==> src/rtl/fmbq_pkg.sv <==
// Shared widths, request codes and status codes for the front/middle/back queue.
// No dependencies; used by front_middle_back_queue.
package fmbq_pkg;

    localparam int DATA_W    = 32;
    localparam int REQ_W     = 3;
    localparam int STAT_W    = 2;
    localparam int OCC_W     = 7;
    localparam int DEPTH_DEF = 64;

    localparam logic [REQ_W-1:0] REQ_PUSH_FRONT = 3'd0;
    localparam logic [REQ_W-1:0] REQ_PUSH_MID   = 3'd1;
    localparam logic [REQ_W-1:0] REQ_PUSH_BACK  = 3'd2;
    localparam logic [REQ_W-1:0] REQ_POP_FRONT  = 3'd3;
    localparam logic [REQ_W-1:0] REQ_POP_MID    = 3'd4;
    localparam logic [REQ_W-1:0] REQ_POP_BACK   = 3'd5;

    localparam logic [STAT_W-1:0] ST_OK    = 2'd0;
    localparam logic [STAT_W-1:0] ST_EMPTY = 2'd1;
    localparam logic [STAT_W-1:0] ST_FULL  = 2'd2;

endpackage

==> src/rtl/front_middle_back_queue.sv <==
// Bounded deque of signed 32-bit values with push/pop at front, middle and back.
// Depends on fmbq_pkg for widths and codes.
//
// Usage:
//   Input channel (i_valid/o_ready) carries one request word: i_req_type and
//   i_push_value. Output channel (o_valid/i_ready) returns one result word per
//   request: o_pop_value, o_status, o_occupancy (count after the request).
//   One request is in flight at a time; o_ready is high only when no request
//   is being worked on and no result is waiting.
//   Push front/back and rejected or unused requests present the result in
//   the cycle after acceptance. Pops read the element from the store and
//   capture it. A middle push or pop moves each element behind the middle
//   by one slot: the single-port-write element store moves one element per
//   cycle. After the result is taken the block returns to idle before the
//   next request is accepted.
//   Reset empties the queue and drops any request or result in flight; store
//   contents are not cleared. While the receiver stalls the result holds on
//   the output and no new request is accepted.
module front_middle_back_queue #(
    parameter int DEPTH = fmbq_pkg::DEPTH_DEF
) (
    input  logic                               i_clk,
    input  logic                               i_rst_n,
    input  logic                               i_valid,
    output logic                               o_ready,
    input  logic        [fmbq_pkg::REQ_W-1:0]  i_req_type,
    input  logic signed [fmbq_pkg::DATA_W-1:0] i_push_value,
    output logic                               o_valid,
    input  logic                               i_ready,
    output logic signed [fmbq_pkg::DATA_W-1:0] o_pop_value,
    output logic        [fmbq_pkg::STAT_W-1:0] o_status,
    output logic        [fmbq_pkg::OCC_W-1:0]  o_occupancy
);

    localparam int AW = (DEPTH > 1) ? $clog2(DEPTH) : 1;
    localparam int CW = $clog2(DEPTH + 1);
    localparam int DW = fmbq_pkg::DATA_W;
    localparam logic [CW-1:0] DEPTH_C = CW'(DEPTH);

    typedef enum logic [1:0] {
        S_IDLE,
        S_CAP,
        S_SHIFT,
        S_OUT
    } t_state;

    t_state                     r_state, n_state;
    logic [AW-1:0]              r_head, n_head;
    logic [CW-1:0]              r_count, n_count;
    logic [CW-1:0]              r_idx, n_idx;
    logic [CW-1:0]              r_left, n_left;
    logic                       r_ins, n_ins;
    logic                       r_pend, n_pend;
    logic [AW-1:0]              r_waddr, n_waddr;
    logic [AW-1:0]              r_faddr, n_faddr;
    logic [DW-1:0]              r_val, n_val;
    logic [DW-1:0]              r_pop, n_pop;
    logic [fmbq_pkg::STAT_W-1:0] r_status, n_status;

    logic [DW-1:0] r_mem [DEPTH];
    logic [DW-1:0] r_rd;
    logic          mem_we;
    logic [AW-1:0] mem_wa;
    logic [DW-1:0] mem_wd;
    logic          mem_re;
    logic [AW-1:0] mem_ra;

    logic [CW-1:0] k_mid_push;
    logic [CW-1:0] k_mid_pop;

    function automatic logic [AW-1:0] f_slot(input logic [AW-1:0] head,
                                             input logic [CW-1:0] idx);
        logic [CW:0] sum;
        sum = (CW+1)'(head) + (CW+1)'(idx);
        if (sum >= (CW+1)'(DEPTH)) begin
            sum = sum - (CW+1)'(DEPTH);
        end
        return sum[AW-1:0];
    endfunction

    assign o_ready     = (r_state == S_IDLE);
    assign o_valid     = (r_state == S_OUT);
    assign o_pop_value = r_pop;
    assign o_status    = r_status;
    assign o_occupancy = fmbq_pkg::OCC_W'(r_count);

    assign k_mid_push = r_count >> 1;
    assign k_mid_pop  = (r_count - CW'(1)) >> 1;

    always_comb begin
        n_state  = r_state;
        n_head   = r_head;
        n_count  = r_count;
        n_idx    = r_idx;
        n_left   = r_left;
        n_ins    = r_ins;
        n_pend   = r_pend;
        n_waddr  = r_waddr;
        n_faddr  = r_faddr;
        n_val    = r_val;
        n_pop    = r_pop;
        n_status = r_status;
        mem_we   = 1'b0;
        mem_wa   = '0;
        mem_wd   = i_push_value;
        mem_re   = 1'b0;
        mem_ra   = '0;
        unique case (r_state)
            S_IDLE: begin
                if (i_valid) begin
                    n_pop    = '0;
                    n_status = fmbq_pkg::ST_OK;
                    n_pend   = 1'b0;
                    n_left   = '0;
                    n_state  = S_OUT;
                    case (i_req_type) inside
                        fmbq_pkg::REQ_PUSH_FRONT, fmbq_pkg::REQ_PUSH_MID,
                        fmbq_pkg::REQ_PUSH_BACK: begin
                            if (r_count >= DEPTH_C) begin
                                n_status = fmbq_pkg::ST_FULL;
                            end else if (i_req_type == fmbq_pkg::REQ_PUSH_FRONT) begin
                                n_head  = (r_head == '0) ? AW'(DEPTH - 1)
                                                         : r_head - AW'(1);
                                mem_we  = 1'b1;
                                mem_wa  = n_head;
                                n_count = r_count + CW'(1);
                            end else if (i_req_type == fmbq_pkg::REQ_PUSH_BACK) begin
                                mem_we  = 1'b1;
                                mem_wa  = f_slot(r_head, r_count);
                                n_count = r_count + CW'(1);
                            end else begin
                                n_ins   = 1'b1;
                                n_left  = r_count - k_mid_push;
                                n_idx   = r_count - CW'(1);
                                n_faddr = f_slot(r_head, k_mid_push);
                                n_val   = i_push_value;
                                n_state = S_SHIFT;
                            end
                        end
                        fmbq_pkg::REQ_POP_FRONT, fmbq_pkg::REQ_POP_MID,
                        fmbq_pkg::REQ_POP_BACK: begin
                            if (r_count == '0) begin
                                n_pop    = '1;
                                n_status = fmbq_pkg::ST_EMPTY;
                            end else begin
                                n_ins   = 1'b0;
                                mem_re  = 1'b1;
                                n_state = S_CAP;
                                if (i_req_type == fmbq_pkg::REQ_POP_FRONT) begin
                                    mem_ra = r_head;
                                    n_head = f_slot(r_head, CW'(1));
                                end else if (i_req_type == fmbq_pkg::REQ_POP_BACK) begin
                                    mem_ra = f_slot(r_head, r_count - CW'(1));
                                end else begin
                                    mem_ra = f_slot(r_head, k_mid_pop);
                                    n_left = r_count - CW'(1) - k_mid_pop;
                                    n_idx  = k_mid_pop + CW'(1);
                                end
                            end
                        end
                        default: begin
                            n_status = fmbq_pkg::ST_OK;
                        end
                    endcase
                end
            end
            S_CAP: begin
                n_pop   = r_rd;
                n_state = S_SHIFT;
            end
            S_SHIFT: begin
                if (r_pend) begin
                    mem_we = 1'b1;
                    mem_wa = r_waddr;
                    mem_wd = r_rd;
                    n_pend = 1'b0;
                end
                if (r_left != '0) begin
                    mem_re  = 1'b1;
                    mem_ra  = f_slot(r_head, r_idx);
                    n_waddr = f_slot(r_head, r_ins ? r_idx + CW'(1) : r_idx - CW'(1));
                    n_idx   = r_ins ? r_idx - CW'(1) : r_idx + CW'(1);
                    n_left  = r_left - CW'(1);
                    n_pend  = 1'b1;
                end else if (!r_pend) begin
                    if (r_ins) begin
                        mem_we  = 1'b1;
                        mem_wa  = r_faddr;
                        mem_wd  = r_val;
                        n_count = r_count + CW'(1);
                    end else begin
                        n_count = r_count - CW'(1);
                    end
                    n_state = S_OUT;
                end
            end
            S_OUT: begin
                if (i_ready) begin
                    n_state = S_IDLE;
                end
            end
            default: begin
                n_state = S_IDLE;
            end
        endcase
    end

    always_ff @(posedge i_clk) begin
        if (!i_rst_n) begin
            r_state <= S_IDLE;
            r_head  <= '0;
            r_count <= '0;
            r_left  <= '0;
            r_pend  <= 1'b0;
            r_ins   <= 1'b0;
        end else begin
            r_state <= n_state;
            r_head  <= n_head;
            r_count <= n_count;
            r_left  <= n_left;
            r_pend  <= n_pend;
            r_ins   <= n_ins;
        end
        r_idx    <= n_idx;
        r_waddr  <= n_waddr;
        r_faddr  <= n_faddr;
        r_val    <= n_val;
        r_pop    <= n_pop;
        r_status <= n_status;
    end

    always_ff @(posedge i_clk) begin
        if (mem_we) begin
            r_mem[mem_wa] <= mem_wd;
        end
        if (mem_re) begin
            r_rd <= r_mem[mem_ra];
        end
    end

    a_ready_excl: assert property (@(posedge i_clk) disable iff (!i_rst_n)
        !(o_ready && o_valid))
        else $error("ready and result valid at once");

    a_count_bound: assert property (@(posedge i_clk) disable iff (!i_rst_n)
        r_count <= DEPTH_C)
        else $error("element count exceeds depth");

    a_empty_value: assert property (@(posedge i_clk) disable iff (!i_rst_n)
        (o_valid && o_status == fmbq_pkg::ST_EMPTY) |-> (o_pop_value == '1))
        else $error("empty pop without all-ones value");

    a_shift_count: assert property (@(posedge i_clk) disable iff (!i_rst_n)
        (r_state == S_SHIFT && n_state == S_SHIFT) |=> $stable(r_count))
        else $error("count moved during shift");

    a_out_hold: assert property (@(posedge i_clk) disable iff (!i_rst_n)
        (o_valid && !i_ready) |=> (o_valid && $stable(o_pop_value) && $stable(o_status)
                                   && $stable(o_occupancy)))
        else $error("result changed while stalled");

endmodule

==> config.mk <==
export PLATFORM = sky130hd
export DESIGN_NAME = front_middle_back_queue
export DESIGN_NICKNAME = d
export VERILOG_FILES = /design/src/rtl/fmbq_pkg.sv /design/src/rtl/front_middle_back_queue.sv
export SDC_FILE = /design/constraint.sdc
export NUM_CORES = 2
export LEC_CHECK = 0
export BUFFER_PORTS_ARGS = -buffer_cell sky130_fd_sc_hd__buf_4
export CAP_MARGIN = 5
export CORE_AREA = 2 2 490 735
export CTS_CLUSTER_DIAMETER = 150
export DETAILED_ROUTE_END_ITERATION = 6
export DIE_AREA = 0 0 492 737
export PLACE_DENSITY_LB_ADDON = 0.1
export SLEW_MARGIN = 0
export SYNTH_ARGS = -nofsm -noshare
export SYNTH_HDL_FRONTEND = slang
export SYNTH_SLANG_ARGS = --single-unit
==> constraint.sdc <==
create_clock -name i_clk -period 4.6 [get_ports i_clk]
set_input_delay 0.23 -clock i_clk [delete_from_list [all_inputs] [get_ports i_clk]]
set_output_delay 0.23 -clock i_clk [all_outputs]
set_load 0.005 [all_outputs]
After elaboration in Yosys (flattened, before gate mapping)

Memory sizes are Yosys's and may differ from the RTL's. A register that Yosys moved wholly into a read port is not among the register bits.
Cells that the tools add are included.

Register bits after elaboration: 109
Bits in latches: 0
Bits in writable memories: 2,048
Memory bits (read-only): 0
Bits of input ports: 39
Output and inout port bits: 43
Memories kept: 1

$add $sub $neg: 23
$mul: 0
Divide/modulo/power cells: 0
Magnitude comparators: 8
Equal/unequal tests: 28
Shift-type cells: 0
Mux-type cells: 116
Bitwise logic cells: 3
Reduce and logical (&&, ||, !) cells: 22

Memories:

| memory | words | bits a word | read ports | clocked after memory_dff | write ports | RTL line                      | text |
|---|---|---|---|---|---|---|---|
| r_mem  | 64    | 32          | 1          | 1                        | 1           | front_middle_back_queue.sv:60 | `logic [DW-1:0] r_mem [DEPTH];` |

Operators by type and width:

| cell                | count |
|---|---|
| $mux 32             | 9 |
| $mux 7              | 30 |
| $mux 6              | 30 |
| $pmux 32 s2         | 1 |
| $sub 6x1->6 const B | 8 |
| $pmux 7 s2          | 3 |
| $add 6x7->8         | 4 |
| $ge 8x7->1 const B  | 4 |
| $ge 7x7->1 const B  | 4 |
| $mux 1              | 27 |
| $pmux 6 s2          | 2 |
| $reduce_and 7->1    | 3 |
| $sub 7x1->7 const B | 3 |
| $mux 2              | 10 |
| $ne 2x2->1 const B  | 9 |
| $add 6x1->7 const B | 2 |
| $add 6x6->7         | 2 |
| $add 7x1->7 const B | 2 |
| $sub 7x6->7         | 2 |
| $reduce_and 10->1   | 1 |
| $ne 3x2->1 const B  | 3 |
| $ne 3x3->1 const B  | 3 |
| $pmux 2 s4          | 1 |
| $reduce_and 2->1    | 4 |
| 19 further kinds    | 33 |

Logic depth before layout (Yosys ltp)

Word-level depth: 11
Mapped depth: 18

Worst setup path after synthesis

No wires, ideal clock.

Path type: flip-flop to flip-flop
From: register r_head[1]
To: memory r_mem[48][0] in the netlist's numbering (enable)
Arrival time: 3.794 ns
Path slack: 0.385 ns
Cell stages (with the launch flop): 10
Buffers on the path: 0
Clock period less this slack: 4.215 ns
Path through: dfxtp_1 > ha_1 > a21o_1 > a21oi_1 > o21bai_1 > a21oi_1 > xnor2_1 > a221oi_1 > o21ai_1 > nor2_1

Longest elaborated chain between the ends: 9
Elaborated cells on any way between the ends: 13

RTL lines:

| what                                             | RTL line                                                     | text |
|---|---|---|
| from (decl)                                      | front_middle_back_queue.sv:48                                | `logic [AW-1:0] r_head, n_head;` |
| from (signal assigned)                           | front_middle_back_queue.sv:218                               | `r_head <= n_head;` |
| $add 6x7->8                                      | front_middle_back_queue.sv:74                                | `sum = (CW+1)'(head) + (CW+1)'(idx);` |
| $ge 8x7->1 / $sub 6x1->6 (equally long branches) | front_middle_back_queue.sv:75, front_middle_back_queue.sv:76 |  |
| $mux 6                                           | front_middle_back_queue.sv:75                                | `if (sum >= (CW+1)'(DEPTH)) begin` |
| $mux 6                                           | front_middle_back_queue.sv:127                               | `end else if (i_req_type == fmbq_pkg::REQ_PUSH_BACK) begin` |
| $mux 6 *                                         | front_middle_back_queue.sv:121                               | `end else if (i_req_type == fmbq_pkg::REQ_PUSH_FRONT) begin` |
| $mux 6 *                                         | front_middle_back_queue.sv:119                               | `if (r_count >= DEPTH_C) begin` |
| $mux 6 *                                         | front_middle_back_queue.sv:116                               | `case (i_req_type) inside` |
| $mux 6 *                                         | front_middle_back_queue.sv:110                               | `if (i_valid) begin` |
| $pmux 6 s2 *                                     | front_middle_back_queue.sv:108                               | `unique case (r_state)` |
| to (decl)                                        | front_middle_back_queue.sv:60                                |  |

Every way passes the cells marked *; elsewhere a longest branch is shown, timed or not.

Worst setup path in the final report

From: register r_count[1] (netlist: o_occupancy[1])
To: register r_rd[7], read port of r_mem, data pin

Longest elaborated chain between the ends: 11
Elaborated cells on any way between the ends: 22

RTL lines:

| what                                              | RTL line                                                      | text |
|---|---|---|
| from (decl)                                       | front_middle_back_queue.sv:49                                 | `logic [CW-1:0] r_count, n_count;` |
| from (signal assigned)                            | front_middle_back_queue.sv:219                                | `r_count <= n_count;` |
| $sub 7x1->7                                       | front_middle_back_queue.sv:88, front_middle_back_queue.sv:153 |  |
| $add 6x7->8 / $add 6x6->7 (equally long branches) | front_middle_back_queue.sv:74                                 |  |
| $ge 8x7->1 (tied with other cells)                | front_middle_back_queue.sv:75                                 |  |
| $mux 6                                            | front_middle_back_queue.sv:75                                 |  |
| $mux 6                                            | front_middle_back_queue.sv:152                                | `end else if (i_req_type == fmbq_pkg::REQ_POP_BACK) begin` |
| $mux 6                                            | front_middle_back_queue.sv:149                                | `if (i_req_type == fmbq_pkg::REQ_POP_FRONT) begin` |
| $mux 6                                            | front_middle_back_queue.sv:142                                | `if (r_count == '0) begin` |
| $mux 6 (2 in a row)                               | front_middle_back_queue.sv:116                                |  |
| $mux 6                                            | front_middle_back_queue.sv:110                                |  |
| $pmux 6 s2                                        | front_middle_back_queue.sv:108                                |  |
| to (decl)                                         | front_middle_back_queue.sv:61                                 | `logic [DW-1:0] r_rd;` |

Several ways; a longest one is shown, not always the timed one.
A chain may end at the register's enable or synchronous reset.

==> results.ini <==
[run_status]
status=finished clean

[power]
power_mw=60.92
power_density_mw_per_mm2=566.0
leakagePower_nw=36.97
ir_drop_mv=0.4328

[global_route]
grt_pass1_wl_um=451600
grt_pass1_vias=53630
grt_util_all_layers=0.1765
grt-ovfl-total=0
grt_max_degree=123
antenna_found_initial=13

[logic_synthesis]
syn-cell-area_mm2=0.08859
synth_seq_cells=2188
ys_seq_area_frac=0.7390
synthCells=5647
synth_largest_area_cell=edfxtp_1
synth_ff_type=edfxtp_1
synth_top_cell_area_share=0.7335
avgSynthCellArea_um2=15.69
postSynth.asyncResetShare=0
synthesis.nets=5756
ys_warn_count=0
synthTopCellsByCount=edfxtp_1 (2,164), a21oi_1 (633), nand2_1 (563), mux2i_1 (522), a221oi_1 (257)
yosys-top-cells-area=edfxtp_1 (73%), mux2i_1 (5.9%), a21oi_1 (3.6%)
yosysMostFrequentCell=edfxtp_1
synth.distinct_cells=81
synth-edff-count=2164

[cts]
clock-root-buffer=clkbuf_16
tritoncts=done
clockBufferDepth=4
insertion_delay_ps=920
cts-buffers-inserted=231
clkSinkCount=2188
htree_num_levels=4
clk_pin_slew_ps=60

[layout]
drive_gt1_frac=0.1704
final_cell_area_mm2=0.1076
area_delta_synth_final_pct=21.51
final_util=0.3017
register_area_mm2=0.06546
num-nets-final=6198
multi_input_area_mm2=0.02197
fillers=35420
fin_cells=11020

[detailed_routing]
routed_via_density=4.800
ant_nets=0
drt_iter0_markers=4341
vias=52880
wl_per_cell_um=29.75
drtPass1Iterations=5
drcViolationCount=0
routed_wl_um=327700

[floorplanning]
core_mm2=0.3568
die-area_mm2=0.3626
dieHeight_um=737
rows=269
ios=82
die_width_um=492
start_util=0.2483

[placement]
port_buffers=81
place_area_mm2=0.09976
pre_cts_ws_ps=-466.1
dp_cells=10550
gp_congestion=0.7667
dp_hpwl_um=202600

[sta]
clock_skew_ps=54.59
finalHoldViolations=0
relSlewSlack=0.2216
hold_slack_ps=71.93
post-route-period-util=0.9690
fin_setup_tns_ps=0
post-route-worst-setup-slack_ps=142.7
max_freq_ghz=0.2244
worstMarginPinSlew_ps=1168
rsz0062_at_grt=no
min_period_ps=4457
setup_viol=0
drv_slew=0

[worst_setup_path]
worstPathArrival_ps=5090
r2r_slack_ps=140
critPathMaxFanout=9
critPathLaunchType=flip-flop
crit_required_ps=5240
end_kind=flip-flop
crit_type=reg -> reg

[hold_path]
worstHoldPathType=in -> reg

[flow_run]
max-cap-violations=0

==> cell families after synthesis <==
group | count (synthesis) | synth area share
AO/OA/AOI/OAI | 1501 | 0.1206
XOR/XNOR | 53 | 0.005325
adder cells (fa/ha/maj) | 70 | 0.01048
multiplexers | 522 | 0.05898
flip-flops | 2188 | 0.7390
AND/OR/NAND/NOR | 868 | 0.04065
buffers and inverters | 445 | 0.02500
==> where the power goes <==
| part | internal, mW | total (mW) | switching, mW |
|---|---|---|---|
| sequential | 23.2 | 23.7 | 0.501 |
| combinational | 6.68 | 18.7 | 12.0 |
| clock | 10.4 | 18.5 | 8.13 |
==> critical path, cell delays in order, from the launching register on <==
cell      delay (ps)
dfxtp_1          320
inv_1             80
ha_1             210
a21boi_2         240
xnor2_2          170
inv_1            100
a21oi_1          190
ha_1             310
buf_4            160
xor2_1           160
mux2i_2          310
buf_4            210
a211o_4          310
buf_12           180
buf_4            200
a221oi_1          90
o41ai_2          570
buf_4            250
nand4_1           90
==> worst paths after layout <==
path / start / end / depth (start not counted)
min: i_push_value[8] / r_val[8] / 2
min reg2reg: r_left[6] / r_left[6] / 2
max: o_occupancy[1] / r_rd[7] / 18
max reg2reg: o_occupancy[1] / r_rd[7] / 18
==> registers in the layout, summed over array words and instances, names as in the netlist <==
name	flops
r_waddr	6
r_idx	6
r_mem	2048
r_val	32
r_ins	1
r_head	6
r_left	7
o_pop_value	32
o_occupancy	7
r_rd	32
r_faddr	6
r_pend	1
r_state	2
o_status	2
==> cell usage in the layout, fill, tap and decap left out, types with 41 or more instances in the layout <==
master,n
nand2_1,559
clkbuf_16,233
nor2_4,99
nor2_1,80
clkinv_1,52
buf_12,177
a21o_1,45
edfxtp_1,2164
a21oi_1,631
o22ai_1,67
a221oi_1,255
a31o_1,59
mux2i_1,521
dlygate4sd3_1,42
clkinv_2,47
inv_1,44
buf_4,383
clkbuf_1,41
ha_1,62
a22oi_1,69
a221o_1,142
a22o_1,57
==> repair_timing <==
item / in CTS / in global routing
buffers inserted: 2 / 6
pin swaps: 2 / 5
hold endpoints to repair: 165 / 0
gates resized for setup: 19 / 15
hold buffers: 42 / 0
setup endpoints to repair: 26 / 32
==> area by class of cell <==
class,instances,share of cell area
clock buffer,274,0.05560
inverter,47,0.001639
clock inverter,131,0.01089
timing repair buffer,607,0.06424
sequential,2188,0.6081
antenna,12,0.0002790
multi-input combinational,3014,0.2041
tap,4742,0.05512
==> routing by layer <==
metal	part of all wire	track usage	vias to the layer above
met5	0	0	-
met2	0.52	0.3193	1090
li1	-	-	23370
met4	0.029	0.04917	0
met1	0.42	0.2229	28070
met3	0.033	0.01675	349
Note: power is estimated with default switching activity, not from simulation.
